--- src/rtl/jfsp_pkg.sv ---
// jfsp_pkg: shared types, marker codes and status codes of the jpeg frame-size parser
// no dependencies; imported by jfsp_parser, jpeg_frame_size_parser_top and tb_top
package jfsp_pkg;

  localparam logic [7:0] MARK_PREFIX = 8'hFF;
  localparam logic [7:0] MARK_SOI    = 8'hD8;
  localparam logic [7:0] MARK_EOI    = 8'hD9;
  localparam logic [7:0] MARK_SOS    = 8'hDA;
  localparam logic [7:0] MARK_SOF_LO = 8'hC0;
  localparam logic [7:0] MARK_SOF_HI = 8'hCF;
  localparam logic [7:0] MARK_DHT    = 8'hC4;
  localparam logic [7:0] MARK_JPG    = 8'hC8;
  localparam logic [7:0] MARK_DAC    = 8'hCC;

  localparam logic [15:0] MIN_SEG_LEN = 16'd2;
  localparam logic [15:0] MIN_SOF_LEN = 16'd7;

  localparam logic [2:0] ST_FOUND    = 3'd0;
  localparam logic [2:0] ST_BADSTART = 3'd1;
  localparam logic [2:0] ST_EOI_SOS  = 3'd2;
  localparam logic [2:0] ST_SHORTLEN = 3'd3;
  localparam logic [2:0] ST_EARLYEND = 3'd4;
  localparam logic [2:0] ST_ZERODIM  = 3'd5;

  localparam int OUT_TDATA_W = 40;

  typedef struct packed {
    logic        valid;
    logic [2:0]  status;
    logic [15:0] width;
    logic [15:0] height;
  } jfsp_result_t;

  // start-of-frame markers: c0-cf except dht, jpg and dac
  function automatic logic is_frame_marker(input logic [7:0] m);
    logic in_range;
    in_range = (m >= MARK_SOF_LO) && (m <= MARK_SOF_HI);
    return in_range && (m != MARK_DHT) && (m != MARK_JPG) && (m != MARK_DAC);
  endfunction

endpackage

--- src/rtl/jfsp_parser.sv ---
// jfsp_parser: marker scanning state machine, one byte per enabled cycle
// depends on jfsp_pkg; result is combinational and registered by the top level
module jfsp_parser (
  input  logic                  clk,
  input  logic                  rst,
  input  logic                  en,
  input  logic [7:0]            data_byte,
  input  logic                  final_byte,
  output jfsp_pkg::jfsp_result_t res
);
  import jfsp_pkg::*;

  typedef enum logic [3:0] {
    PH_START0 = 4'd0,
    PH_START1 = 4'd1,
    PH_SCAN   = 4'd2,
    PH_MARKER = 4'd3,
    PH_LEN_HI = 4'd4,
    PH_LEN_LO = 4'd5,
    PH_SKIP   = 4'd6,
    PH_PREC   = 4'd7,
    PH_H_HI   = 4'd8,
    PH_H_LO   = 4'd9,
    PH_W_HI   = 4'd10,
    PH_W_LO   = 4'd11
  } phase_t;

  phase_t      phase, phase_next;
  logic [15:0] skip_remaining, skip_remaining_next;
  logic [7:0]  length_high, length_high_next;
  logic [7:0]  current_marker, current_marker_next;
  logic [15:0] height_held, height_held_next;
  logic [7:0]  width_high, width_high_next;
  logic        decided, decided_next;

  logic [15:0] word;
  logic [15:0] skip_dec;

  assign word     = {length_high, data_byte};
  assign skip_dec = skip_remaining - 16'd1;

  always_comb begin
    logic [15:0] w;
    phase_next          = phase;
    skip_remaining_next = skip_remaining;
    length_high_next    = length_high;
    current_marker_next = current_marker;
    height_held_next    = height_held;
    width_high_next     = width_high;
    decided_next        = decided;
    res                 = '0;
    w                   = {width_high, data_byte};

    if (!decided) begin
      unique case (phase)
        PH_START0: begin
          if (data_byte != MARK_PREFIX || final_byte) begin
            res.valid  = 1'b1;
            res.status = ST_BADSTART;
          end else begin
            phase_next = PH_START1;
          end
        end
        PH_START1: begin
          if (data_byte != MARK_SOI) begin
            res.valid  = 1'b1;
            res.status = ST_BADSTART;
          end else begin
            phase_next = PH_SCAN;
          end
        end
        PH_SCAN: begin
          if (data_byte == MARK_PREFIX) phase_next = PH_MARKER;
        end
        PH_MARKER: begin
          if (data_byte == MARK_EOI || data_byte == MARK_SOS) begin
            res.valid  = 1'b1;
            res.status = ST_EOI_SOS;
          end else if (data_byte != MARK_PREFIX) begin
            // repeated ff is fill, stay here
            current_marker_next = data_byte;
            phase_next          = PH_LEN_HI;
          end
        end
        PH_LEN_HI: begin
          length_high_next = data_byte;
          phase_next       = PH_LEN_LO;
        end
        PH_LEN_LO: begin
          if (word < MIN_SEG_LEN) begin
            res.valid  = 1'b1;
            res.status = ST_SHORTLEN;
          end else if (is_frame_marker(current_marker) && word >= MIN_SOF_LEN) begin
            phase_next = PH_PREC;
          end else begin
            skip_remaining_next = word - MIN_SEG_LEN;
            phase_next = (word == MIN_SEG_LEN) ? PH_SCAN : PH_SKIP;
          end
        end
        PH_SKIP: begin
          skip_remaining_next = skip_dec;
          if (skip_dec == 16'd0) phase_next = PH_SCAN;
        end
        PH_PREC: phase_next = PH_H_HI;
        PH_H_HI: begin
          length_high_next = data_byte;
          phase_next       = PH_H_LO;
        end
        PH_H_LO: begin
          height_held_next = word;
          phase_next       = PH_W_HI;
        end
        PH_W_HI: begin
          width_high_next = data_byte;
          phase_next      = PH_W_LO;
        end
        PH_W_LO: begin
          res.valid = 1'b1;
          if (w == 16'd0 || height_held == 16'd0) begin
            res.status = ST_ZERODIM;
          end else begin
            res.status = ST_FOUND;
            res.width  = w;
            res.height = height_held;
          end
        end
        default: phase_next = PH_START0;
      endcase

      // a decision on the final byte wins over early end
      if (!res.valid && final_byte) begin
        res.valid  = 1'b1;
        res.status = ST_EARLYEND;
      end
      if (res.valid) decided_next = 1'b1;
    end

    // any final byte starts a new file
    if (final_byte) begin
      phase_next          = PH_START0;
      skip_remaining_next = '0;
      length_high_next    = '0;
      current_marker_next = '0;
      height_held_next    = '0;
      width_high_next     = '0;
      decided_next        = 1'b0;
    end

    if (!en) res.valid = 1'b0;
  end

  always_ff @(posedge clk) begin
    if (rst) begin
      phase          <= PH_START0;
      skip_remaining <= '0;
      length_high    <= '0;
      current_marker <= '0;
      height_held    <= '0;
      width_high     <= '0;
      decided        <= 1'b0;
    end else if (en) begin
      phase          <= phase_next;
      skip_remaining <= skip_remaining_next;
      length_high    <= length_high_next;
      current_marker <= current_marker_next;
      height_held    <= height_held_next;
      width_high     <= width_high_next;
      decided        <= decided_next;
    end
  end

endmodule

--- src/rtl/jpeg_frame_size_parser_top.sv ---
// jpeg_frame_size_parser_top: input register, parser state machine, result register
// depends on jfsp_pkg and jfsp_parser
//
//  channel  dir  tdata fields (lsb first)                    tlast
//  s_*      in   data_byte[7:0]                              final_byte
//  m_*      out  status[2:0] image_width[18:3]
//                image_height[34:19] zero pad[39:35]         -
//
// one byte per cycle while m_tready keeps up; a byte is parsed while it sits in the input
// register, and its result (if any) is captured in the result register that drives m_*.
// the parser advances only while the result register is empty or being drained,
// so a stalled m_tready holds at most one byte in the input register.
// rst is synchronous and returns the parser to expecting the ff d8 start.
module jpeg_frame_size_parser_top (
  input  logic        clk,
  input  logic        rst,
  input  logic        s_tvalid,
  output logic        s_tready,
  input  logic [7:0]  s_tdata,   // data_byte[7:0]
  input  logic        s_tlast,   // final_byte
  output logic        m_tvalid,
  input  logic        m_tready,
  output logic [jfsp_pkg::OUT_TDATA_W-1:0] m_tdata  // status, image_width, image_height
);
  import jfsp_pkg::*;

  logic         in_valid;
  logic [7:0]   in_byte;
  logic         in_final;
  logic         advance;
  jfsp_result_t res;

  assign advance  = in_valid && (!m_tvalid || m_tready);
  assign s_tready = !in_valid || advance;

  always_ff @(posedge clk) begin
    if (rst) begin
      in_valid <= 1'b0;
    end else if (s_tvalid && s_tready) begin
      in_valid <= 1'b1;
    end else if (advance) begin
      in_valid <= 1'b0;
    end
  end

  always_ff @(posedge clk) begin
    if (s_tvalid && s_tready) begin
      in_byte  <= s_tdata;
      in_final <= s_tlast;
    end
  end

  jfsp_parser u_parser (
    .clk        (clk),
    .rst        (rst),
    .en         (advance),
    .data_byte  (in_byte),
    .final_byte (in_final),
    .res        (res)
  );

  always_ff @(posedge clk) begin
    if (rst) begin
      m_tvalid <= 1'b0;
    end else if (advance && res.valid) begin
      m_tvalid <= 1'b1;
    end else if (m_tready) begin
      m_tvalid <= 1'b0;
    end
  end

  always_ff @(posedge clk) begin
    if (advance && res.valid) begin
      m_tdata <= {5'd0, res.height, res.width, res.status};
    end
  end

endmodule

--- config.mk ---
export PLATFORM = sky130hd
export DESIGN_NAME = jpeg_frame_size_parser_top
export DESIGN_NICKNAME = d
export VERILOG_FILES = /design/src/rtl/jfsp_pkg.sv /design/src/rtl/jfsp_parser.sv /design/src/rtl/jpeg_frame_size_parser_top.sv
export SDC_FILE = /design/constraint.sdc
export NUM_CORES = 1
export LEC_CHECK = 0
export BUFFER_PORTS_ARGS = -buffer_cell sky130_fd_sc_hd__buf_2
export CAP_MARGIN = 0
export CORE_ASPECT_RATIO = 1.4
export CORE_MARGIN = 3
export CORE_UTILIZATION = 45
export CTS_CLUSTER_SIZE = 30
export DETAILED_ROUTE_END_ITERATION = 10
export PLACE_DENSITY_LB_ADDON = 0.1
export RECOVER_POWER = 100
export SETUP_SLACK_MARGIN = 0.1
export SLEW_MARGIN = 25
export SYNTH_ARGS = -nofsm -noshare
export SYNTH_HDL_FRONTEND = slang
export SYNTH_HIERARCHICAL = 1
export SYNTH_SLANG_ARGS = --single-unit
--- constraint.sdc ---
create_clock -name clk -period 5.2 [get_ports clk]
set_input_delay 0 -clock clk [delete_from_list [all_inputs] [get_ports clk]]
set_output_delay 0 -clock clk [all_outputs]
set_load 0.03 [all_outputs]
# After elaboration in Yosys (flattened, before gate mapping)
# Cells that the tools add are included.
[word_totals] register_bits=107 mem_bits_rw=0 latch_bits=0 mem_count=0 input_bits=13 mem_bits_ro=0
[classes] magnitude_cmp=4 div_mod_pow=0 addsub=2 n_eq_ne=31 n_mul=0 n_shift=0 n_bitwise=1 reduce_logical=37 muxes=51
[op_table] operator="$mux W16" count=7
[op_table] operator="$mux W8" count=11
[op_table] operator="$mux W4" count=17
[op_table] operator="$mux W32" count=2
[op_table] operator="$logic_not A16 Y1" count=3
[op_table] operator="$pmux W4 S12" count=1
[op_table] operator="$ne A8 B8 Y1 const B" count=5
[op_table] operator="$mux W36" count=1
[op_table] operator="$pmux W16 S2" count=1
[op_table] operator="$eq A8 B8 Y1 const B" count=3
[op_table] operator="$pmux W4 S5" count=1
[op_table] operator="$eq A16 B2 Y1 const B" count=1
[op_table] operator="$eq A4 B3 Y1 const B" count=4
[op_table] operator="$eq A4 B4 Y1 const B" count=4
[op_table] operator="$ge A16 B3 Y1 const B" count=1
[op_table] operator="$lt A16 B2 Y1 const B" count=1
[op_table] operator="$sub A16 B1 Y16 const B" count=1
[op_table] operator="$sub A16 B2 Y16 const B" count=1
[op_table] operator="$ne A3 B3 Y1 const B" count=5
[op_table] operator="$reduce_bool A2 Y1" count=7
[op_table] operator="$reduce_and A10 Y1" count=1
[op_table] operator="$reduce_and A5 Y1" count=2
[op_table] operator="$logic_and A1 B1 Y1" count=9
[op_table] operator="$ne A3 B2 Y1 const B" count=3
[op_table] operator="other kinds (15)" count=34

# Longest topological paths before layout
# Gate-level depths: netlist of the first run.
[logic_depth] ltp_word=13 ltp_mapped=11

# Hierarchy
# Netlist of the first run, hierarchy kept.
[by_module_without_submodules] mod="jfsp_parser" cells_each=488 n_inst=1 area_per_inst_um2=3744.8
[by_module_without_submodules] mod="jpeg_frame_size_parser_top" cells_each=61 n_inst=1 area_per_inst_um2=1465.2

# Worst setup path after synthesis of the first run
# No wires, ideal clock.
[synth_path] path_kind="register to register" start="register in_byte[7]" end="register m_tdata[0] (netlist bit) (enable)" arrival_ps=3379 path_slack_ps=1389 setup_time_ps=431 path_stages_with_launch=12 t_required_ps=4769 cell_sequence="edfxtp_1 buf_2 nor3_1 and3_1 clkbuf_1 nand3_1 o211a_2 nand2_1 nor2_1 nor2_1 nand2_1 nor2b_1"
[synth_lines] item="from (decl)" line="jpeg_frame_size_parser_top.sv:28" rtl="logic [7:0] in_byte;"
[synth_lines] item="from (signal assigned)" line="jpeg_frame_size_parser_top.sv:48" rtl="in_byte <= s_tdata;"
[synth_lines] item="to (signal assigned)" line="jpeg_frame_size_parser_top.sv:74" rtl="m_tdata <= {5'd0, res.height, res.width, res.status};"
[synth_lines] item="to (decl)" line="jpeg_frame_size_parser_top.sv:23" rtl="output logic [jfsp_pkg::OUT_TDATA_W-1:0] m_tdata"

==> impl_summary.log, run 1 <==
INFO  metric r2r_slack = 2.12 ns
INFO  metric clockRootBuffer = clkbuf_16
INFO  metric drt_pre_antenna_iters = 5
INFO  metric starting_density = 47.0%
INFO  metric io_buffers = 49
INFO  metric setup.worst_path.start = in_byte[5]
INFO  metric setup-violations-final = 0
INFO  metric clockBufferDepth = 2
INFO  metric number_of_distinct_standard_cells_referenced_by_the_synthesized_netlist = 62
INFO  metric synthCells = 549
INFO  metric placementRows = 45
INFO  metric cells_taking_the_most_area_after_synthesis = edfxtp_1 25%, dfxtp_1 24%, a22oi_1 6.3%
INFO  metric hold_class = input pin to flop
INFO  metric startpoint_type = flop
INFO  metric antenna_left = 0
INFO  metric finalHoldViolCount = 0
INFO  metric multi_input_area = 2410 um2
INFO  metric clock_latency = 0.34 ns
INFO  metric cap_viol_max_count = 0
INFO  metric drt_wl_total = 12900 um
INFO  metric crit-reg2reg-capture = m_tdata[24]
INFO  metric clock-skew-final = 0.00737 ns
INFO  metric power_density = 289 nW/um2
INFO  metric postSynthRegisterBits = 107
INFO  metric placed_cell_area = 5490 um2
INFO  metric core_area = 11100 um2
INFO  metric finalSetupTns = 0 ns
INFO  metric critPathCapture = m_tdata[24]
INFO  metric hpwl = 8670 um
INFO  metric final_period_minus_worst_setup_slack = 3.08 ns
INFO  metric grt_max_degree = 66
INFO  metric detail_route.wl_per_cell = 17.6 um
INFO  metric critical_path_peak_fanout = 35
INFO  metric routabilityCongestion = 0.861
INFO  metric chipHeight = 133 um
INFO  metric synthesis.area_per_instance = 9.49 um2
INFO  metric die_area = 12900 um2
INFO  metric ys_top_cells_by_count = 79 x nor2_1, 63 x dfxtp_1, 44 x a22oi_1, 44 x edfxtp_1, 39 x nand2_1
INFO  metric synth_largest_area_cell = edfxtp_1
INFO  metric antenna_found_initial = 0
INFO  metric num-nets-final = 603
INFO  metric timing_max_transition_violations_final = 0
INFO  metric ys_async_sr_fraction = 0%
INFO  metric placed_cells_incl_taps = 705
INFO  metric run_status = finished clean
INFO  metric diodes_inserted = 0
INFO  metric arrival = 3.07 ns
INFO  metric sequential_cell_area = 2580 um2
INFO  metric layout_worst_path_cycle_share = 59.2%
INFO  metric worstReg2RegStart = in_byte[5]
INFO  metric irDropWorstVdd = 0.158 mV
INFO  metric required = 5.19 ns
INFO  metric setup.worst_path.end_class = flop
INFO  metric fillCellCount = 1042
INFO  metric grt_setup_unrepaired = false
INFO  metric tritoncts.num_buffers = 9
INFO  metric ws_path_type = flop to flop
INFO  metric post-synth-top-area-fraction = 25.4%
INFO  metric first_global_vias = 4057
INFO  metric final_cell_area = 5840 um2
INFO  metric leakagePower = 2.00 nW
INFO  metric post-route-drc-count = 0
INFO  metric layout-drive-gt1-share = 7.78%
INFO  metric slew-limit-headroom = 32.2%
INFO  metric most_frequent_cell_after_synthesis = nor2_1
INFO  metric measured_slew_at_the_worst_slew_check_pin = 1.02 ns
INFO  metric postCtsSetupRepairBufs = 0
INFO  metric r2r_cells = 10
INFO  metric cts_sinks = 107
INFO  metric dominant_synthesized_flop_cell = dfxtp_1
INFO  metric total_number_of_vias = 4265
INFO  metric stdcell_count = 732
INFO  metric fp.dieW = 96.9 um
INFO  metric flow.area_growth_from_synthesis = 12.2%
INFO  metric grt_first_pass_wirelength = 21000 um
INFO  metric grt_resource_usage_total = 19.9%
INFO  metric yosysWarningCount = 6
INFO  metric tritoncts_clock_tree = yes
INFO  metric avgViaCountPerCell = 5.83
INFO  metric grt_overflow = 0
INFO  metric synth.cell_area = 5210 um2
INFO  metric clkSlewWorstSetupHoldPaths = 0.07 ns
INFO  metric detail_route.iter0.violations = 286
INFO  metric number_of_flops_mapped_to_enable_cells_by_yosys = 44
INFO  metric h-tree-depth = 3
INFO  metric max_freq = 325 MHz
INFO  metric pin_count = 55
INFO  metric yosysSeqAreaShare = 49.6%
cell usage in the layout (no fill, tap or decap), types with 7 or more instances in the layout:
cell type	n
nand3_1	10
edfxtp_1	44
nor4_1	15
xor2_1	9
buf_2	10
and2_1	10
nor3_1	13
dfxtp_1	63
nand2_1	39
clkbuf_16	9
a22oi_1	44
o211ai_1	7
nand4_1	7
o21ai_0	11
and2_0	26
nor2_1	78
clkbuf_1	41
dlygate4sd3_1	12
a21oi_1	24
xnor2_1	14
cell type report:
type | instances | share of cell area, %
clock buffers | 9 | 3.85
flip-flops and latches | 107 | 44.2
repair buffers | 67 | 6.06
inverters | 6 | 0.385
well taps | 141 | 3.02
clock inverters | 6 | 1.26
multi-input cells | 396 | 41.2
worst min-delay path by stage:
stage,start,endpoint,depth (start not counted)
3_3_place_gp,s_tdata[4],in_byte[4],1
4_1_cts,rst,u_parser/current_marker[1],3
6_report,rst,u_parser/skip_remaining[13],3
5_1_grt,rst,u_parser/skip_remaining[13],3
3_5_place_dp,s_tdata[2],in_byte[2],1
2_1_floorplan,rst,in_valid,1
state kept, by name (all words and copies together) (netlist names):
| name | flops |
|---|---|
| m_tdata | 35 |
| u_parser/height_held | 16 |
| u_parser/skip_remaining | 16 |
| in_byte | 8 |
| u_parser/current_marker | 8 |
| u_parser/length_high | 8 |
| u_parser/width_high | 8 |
| u_parser/phase | 4 |
| in_final | 1 |
| in_valid | 1 |
| m_tvalid | 1 |
| u_parser/decided | 1 |
where the power goes:
part	internal [mW]	leakage (nW)	switching [mW]	total (mW)
combinational	0.0354	0.914	0.0662	0.102
clock	0.377	0.140	0.311	0.688
sequential	0.880	0.943	0.0214	0.901
stage by stage:
stage | worst slack, ns | power, mW | utilization (%) | hold WS [ns]
2_1_floorplan | 1.39 | 0.990 | - | 0.0691
3_3_place_gp | 2.24 | 1.01 | 49.5 | 0.178
3_5_place_dp | 2.18 | 1.02 | 49.5 | 0.179
4_1_cts | 2.16 | 1.70 | 53.3 | 0.285
5_1_grt | 1.88 | 1.75 | 52.7 | 0.318
6_report | 2.12 | 1.69 | 52.7 | 0.290
kinds of logic (layout without fill, tap and decap cells):
logic type                 after synthesis  count (layout)  share of synthesized area (%)
AOI/OAI and AO/OA                      117             117                           16.1
xor gates and xnor gates                23              23                           3.87
adders and majority gates                3               3                          0.721
buffers and inverters                   50              88                           4.49
DFF                                    107             107                           49.6
other                                    1               5                         0.0720
and+or+nand+nor                        248             248                           25.1
worst max-delay path, cell delays in order, from the launching register on:
cell and delay [ns]:
edfxtp_1 0.63, nor3_1 0.49, and3_1 0.39, nand3_1 0.18, o211a_2 0.21, nand2_1 0.09, nor2_1 0.04, nor2_1 0.11
nand2_1 0.09, nor2b_2 0.11, buf_4 0.38
repair_timing:
action	4_1_cts	5_1_grt
hold buffers	12	0
endpoints found under the hold margin	11	0
resized for setup	0	0
endpoints found under the setup margin	0	0
layer usage:
layer	up-vias	global-route usage [%]	wire (um)	share of wire (%)
met1	2040	26.6	5740	44
met5	-	0	0	0
met3	16	3.35	662	5.1
met2	134	32.6	6310	49
met4	0	6.79	202	1.6
li1	2075	-	-	-
(Power assumes the default switching activity.)
==> run 2: changes to the inputs <==
ABC_AREA = 1   (was unset)
clock period = 3.1 ns   (was 5.2 ns; I/O delays follow)
==> run 2 against run 1 <==
Die area is 3.4% higher. Non-clock buffer count is 1 higher. Count of clock-buffer cells in the layout rose by 2. Combinational power increased to 3.7 times the previous value. Utilization is 0.57 points higher. Largest power group unchanged. Worst setup slack got worse by 1.7 ns. Largest cell class unchanged. Clock power up 80%. Maximum frequency is 13% higher. Synthesized cell count grew 27%. Sequential power rose by 70%. First-iteration DRC count rose by 17%. Via count rose by 13%.
==> impl_summary.log, run 2 <==
INFO  metric routabilityCongestion = 0.942 (+9.3%)
INFO  metric grt_first_pass_wirelength = 23200 um (+10%)
INFO  metric setup.worst_path.start = in_byte[5]
INFO  metric clock-skew-final = 0.00765 ns (+0.000281 ns)
INFO  metric avgViaCountPerCell = 5.34 (-8.3%)
INFO  metric dominant_synthesized_flop_cell = dfxtp_1
INFO  metric synthesis.area_per_instance = 7.72 um2 (-19%)
INFO  metric setup.worst_path.end_class = flop
INFO  metric hold_class = input pin to flop
INFO  metric dp_worst_setup_slack = 0.546 ns (-1.64 ns)
INFO  metric post_cts_resize_count = 0 (unchanged)
INFO  metric startpoint_type = flop
INFO  metric antenna_found_initial = 0 (unchanged)
INFO  metric synthCells = 699 (+27%)
INFO  metric largest_reg_flops = 35 (unchanged)
INFO  metric antenna_left = 0 (unchanged)
INFO  metric flow.area_growth_from_synthesis = 13.5%
INFO  metric cts_sinks = 107 (unchanged)
INFO  metric cells_taking_the_most_area_after_synthesis = edfxtp_1 24%, dfxtp_1 23%, nand2_1 12%
INFO  metric setup-violations-final = 0 (unchanged)
INFO  metric clockBufferDepth = 2 (unchanged)
INFO  metric measured_slew_at_the_worst_slew_check_pin = 0.935 ns (-0.0815 ns)
INFO  metric critical_path_peak_fanout = 35 (unchanged)
INFO  metric core_area = 11500 um2 (+3.8%)
INFO  metric clock_latency = 0.35 ns (about the same)
INFO  metric slew-limit-headroom = 37.2% (+5.0 points)
INFO  metric io_buffers = 49 (unchanged)
INFO  metric clockRootBuffer = clkbuf_16
INFO  metric arrival = 2.76 ns (-0.31 ns)
INFO  metric layout_worst_path_cycle_share = 87.6% (+28 points)
INFO  metric tritoncts_clock_tree = yes
INFO  metric detail_route.wl_per_cell = 15.9 um (-10%)
INFO  metric grt_resource_usage_total = 21.9% (+2.1 points)
INFO  metric max_flop_register = m_tdata
INFO  metric crit-reg2reg-capture = m_tdata[33]
INFO  metric ys_async_sr_fraction = 0% (unchanged)
INFO  metric layout-drive-gt1-share = 8.68% (+0.90 points)
INFO  metric r2r_cells = 14 (+4)
INFO  metric total_power = 3.14 mW (+86%)
INFO  metric r2r_slack = 0.38 ns (-1.74 ns)
INFO  metric yosysWarningCount = 6 (unchanged)
INFO  metric ys_top_cells_by_count = 178 x nand2_1, 77 x nor2_1, 63 x dfxtp_1, 63 x inv_1, 59 x a21oi_1
INFO  metric grt_max_degree = 52 (-21%)
INFO  metric finalHoldViolCount = 0 (unchanged)
INFO  metric final_common_cell = nand2_1
INFO  metric max_freq = 368 MHz (+13%)
INFO  metric fp.dieW = 98.6 um (+1.7%)
INFO  metric hpwl = 10600 um (+23%)
INFO  metric clkSlewWorstSetupHoldPaths = 0.07 ns (about the same)
INFO  metric postCtsSetupRepairBufs = 0 (unchanged)
INFO  metric top_regs = m_tdata x35, u_parser/height_held x16, u_parser/skip_remaining x16
INFO  metric detail_route.iter0.violations = 335 (+17%)
INFO  metric critPathCapture = m_tdata[33]
INFO  metric diodes_inserted = 0 (unchanged)
INFO  metric pin_count = 55 (unchanged)
INFO  metric number_of_flops_mapped_to_enable_cells_by_yosys = 44 (unchanged)
INFO  metric cap_viol_max_count = 0 (unchanged)
INFO  metric timing_max_transition_violations_final = 0 (unchanged)
INFO  metric placementRows = 46 (+2.2%)
INFO  metric irDropWorstVdd = 0.342 mV (+120%)
INFO  metric most_frequent_cell_after_synthesis = nand2_1
INFO  metric ws_path_type = flop to flop
INFO  metric synth.cell_area = 5400 um2 (+3.6%)
INFO  metric synth_largest_area_cell = edfxtp_1
INFO  metric fin_ws = 0.384 ns (-1.74 ns)
INFO  metric grt_overflow = 0 (unchanged)
INFO  metric drt_pre_antenna_iters = 5 (unchanged)
INFO  metric most_used_cells_in_the_layout_excluding_fill_and_tap_cells = 179 x nand2_1, 79 x nor2_1, 64 x inv_1, 63 x dfxtp_1, 59 x a21oi_1
INFO  metric finalSetupTns = 0 ns (unchanged)
INFO  metric grt_setup_unrepaired = false
INFO  metric run_status = finished clean
INFO  metric total_number_of_vias = 4828 (+13%)
INFO  metric worstReg2RegStart = in_byte[5]
INFO  metric chipHeight = 136 um (+1.7%)
INFO  metric postSynthRegisterBits = 107 (unchanged)
INFO  metric leakagePower = 2.34 nW (+17%)
INFO  metric first_global_vias = 4490 (+11%)
INFO  metric drt_wl_total = 14300 um (+11%)
INFO  metric starting_density = 46.9% (-0.069 points)
INFO  metric power_density = 513 nW/um2 (+77%)
INFO  metric h-tree-depth = 3 (unchanged)
INFO  metric number_of_distinct_standard_cells_referenced_by_the_synthesized_netlist = 40 (-35%)
INFO  metric num-nets-final = 771 (+28%)
INFO  metric die_area = 13400 um2 (+3.4%)
INFO  metric tritoncts.num_buffers = 9 (unchanged)
INFO  metric post-synth-top-area-fraction = 24.5% (-0.89 points)
INFO  metric final_period_minus_worst_setup_slack = 2.72 ns (-0.361 ns)
INFO  metric post-route-drc-count = 0 (unchanged)
INFO  metric required = 3.15 ns (-2.04 ns)
INFO  metric yosysSeqAreaShare = 47.8% (-1.7 points)
==> run 2: metrics by stage <==
stage / area, um2 / util [%] / hold WS (ns) / instances
final: 6130 / 53.3 / 0.0216 / 904
after global routing: 6130 / 53.3 / 0.0773 / 904
after CTS: 6230 / 54.1 / 0.00547 / 904
after detailed placement: 5790 / 50.3 / 0.180 / 877
after global placement: 5790 / 50.3 / 0.177 / 877
after floorplan: 5420 / - / 0.0691 / 703
==> run 2: where the power goes <==
| group | internal [mW] | total, mW | leakage, nW | switching [mW] |
|---|---|---|---|---|
| Clock | 0.706 | 1.24 | 0.155 | 0.532 |
| Combinational | 0.112 | 0.381 | 1.24 | 0.269 |
| Sequential | 1.49 | 1.53 | 0.943 | 0.0307 |
==> run 2: worst max-delay path: stages, from the launching register on <==
cell	delay, ns
edfxtp_1	0.45
inv_2	0.13
nand4_1	0.26
nor2_1	0.34
nand3_1	0.21
nand2_1	0.14
nor2_1	0.05
inv_1	0.08
nor2_1	0.06
nor2_1	0.12
nor2_1	0.05
nor2_1	0.08
inv_1	0.06
nor2_2	0.14
buf_12	0.21
==> run 2: worst min-delay path by stage <==
stage | slack (ns) | start | end | depth (start not counted)
final | 0.02 | m_tready | m_tvalid | 6
after global routing | 0.08 | m_tready | m_tvalid | 6
after CTS | 0.005 | m_tready | m_tvalid | 6
after detailed placement | 0.18 | s_tlast | in_final | 1
after global placement | 0.18 | s_tlast | in_final | 1
after floorplan | 0.07 | rst | in_valid | 1
==> run 2: cell families (layout without fill, tap and decap cells) <==
family          Yosys count  after routing  share of synthesized area (%)
compound gates          112            112                           12.0
buf+inv                 107            164                           8.06
simple gates            365            365                           30.7
other cells               1              5                         0.0695
flops                   107            107                           47.8
fa+ha+maj                 3              3                          0.695
xor+xnor                  4              4                          0.649
==> run 2: repair_timing <==
item,in CTS,in global routing
endpoints found under the hold margin,10,0
hold buffers,11,0
setup endpoints to repair,0,0
==> run 2: final cells by class <==
class | instances | area (um2)
timing repair buffer | 68 | 373
inverter | 80 | 300
sequential | 107 | 2580
tap | 144 | 180
clock inverter | 5 | 65.1
multi-input combinational | 489 | 2360
clock buffer | 11 | 264
fill | 1151 | 5380
==> run 2: layer usage <==
layer | track usage, % | up-vias | part of all wire (%)
li1 | - | 2423 | -
met1 | 26.1 | 2252 | 41
met2 | 40.1 | 128 | 53
met3 | 2.83 | 25 | 4.0
met4 | 8.05 | 0 | 2.7
met5 | 0 | - | 0
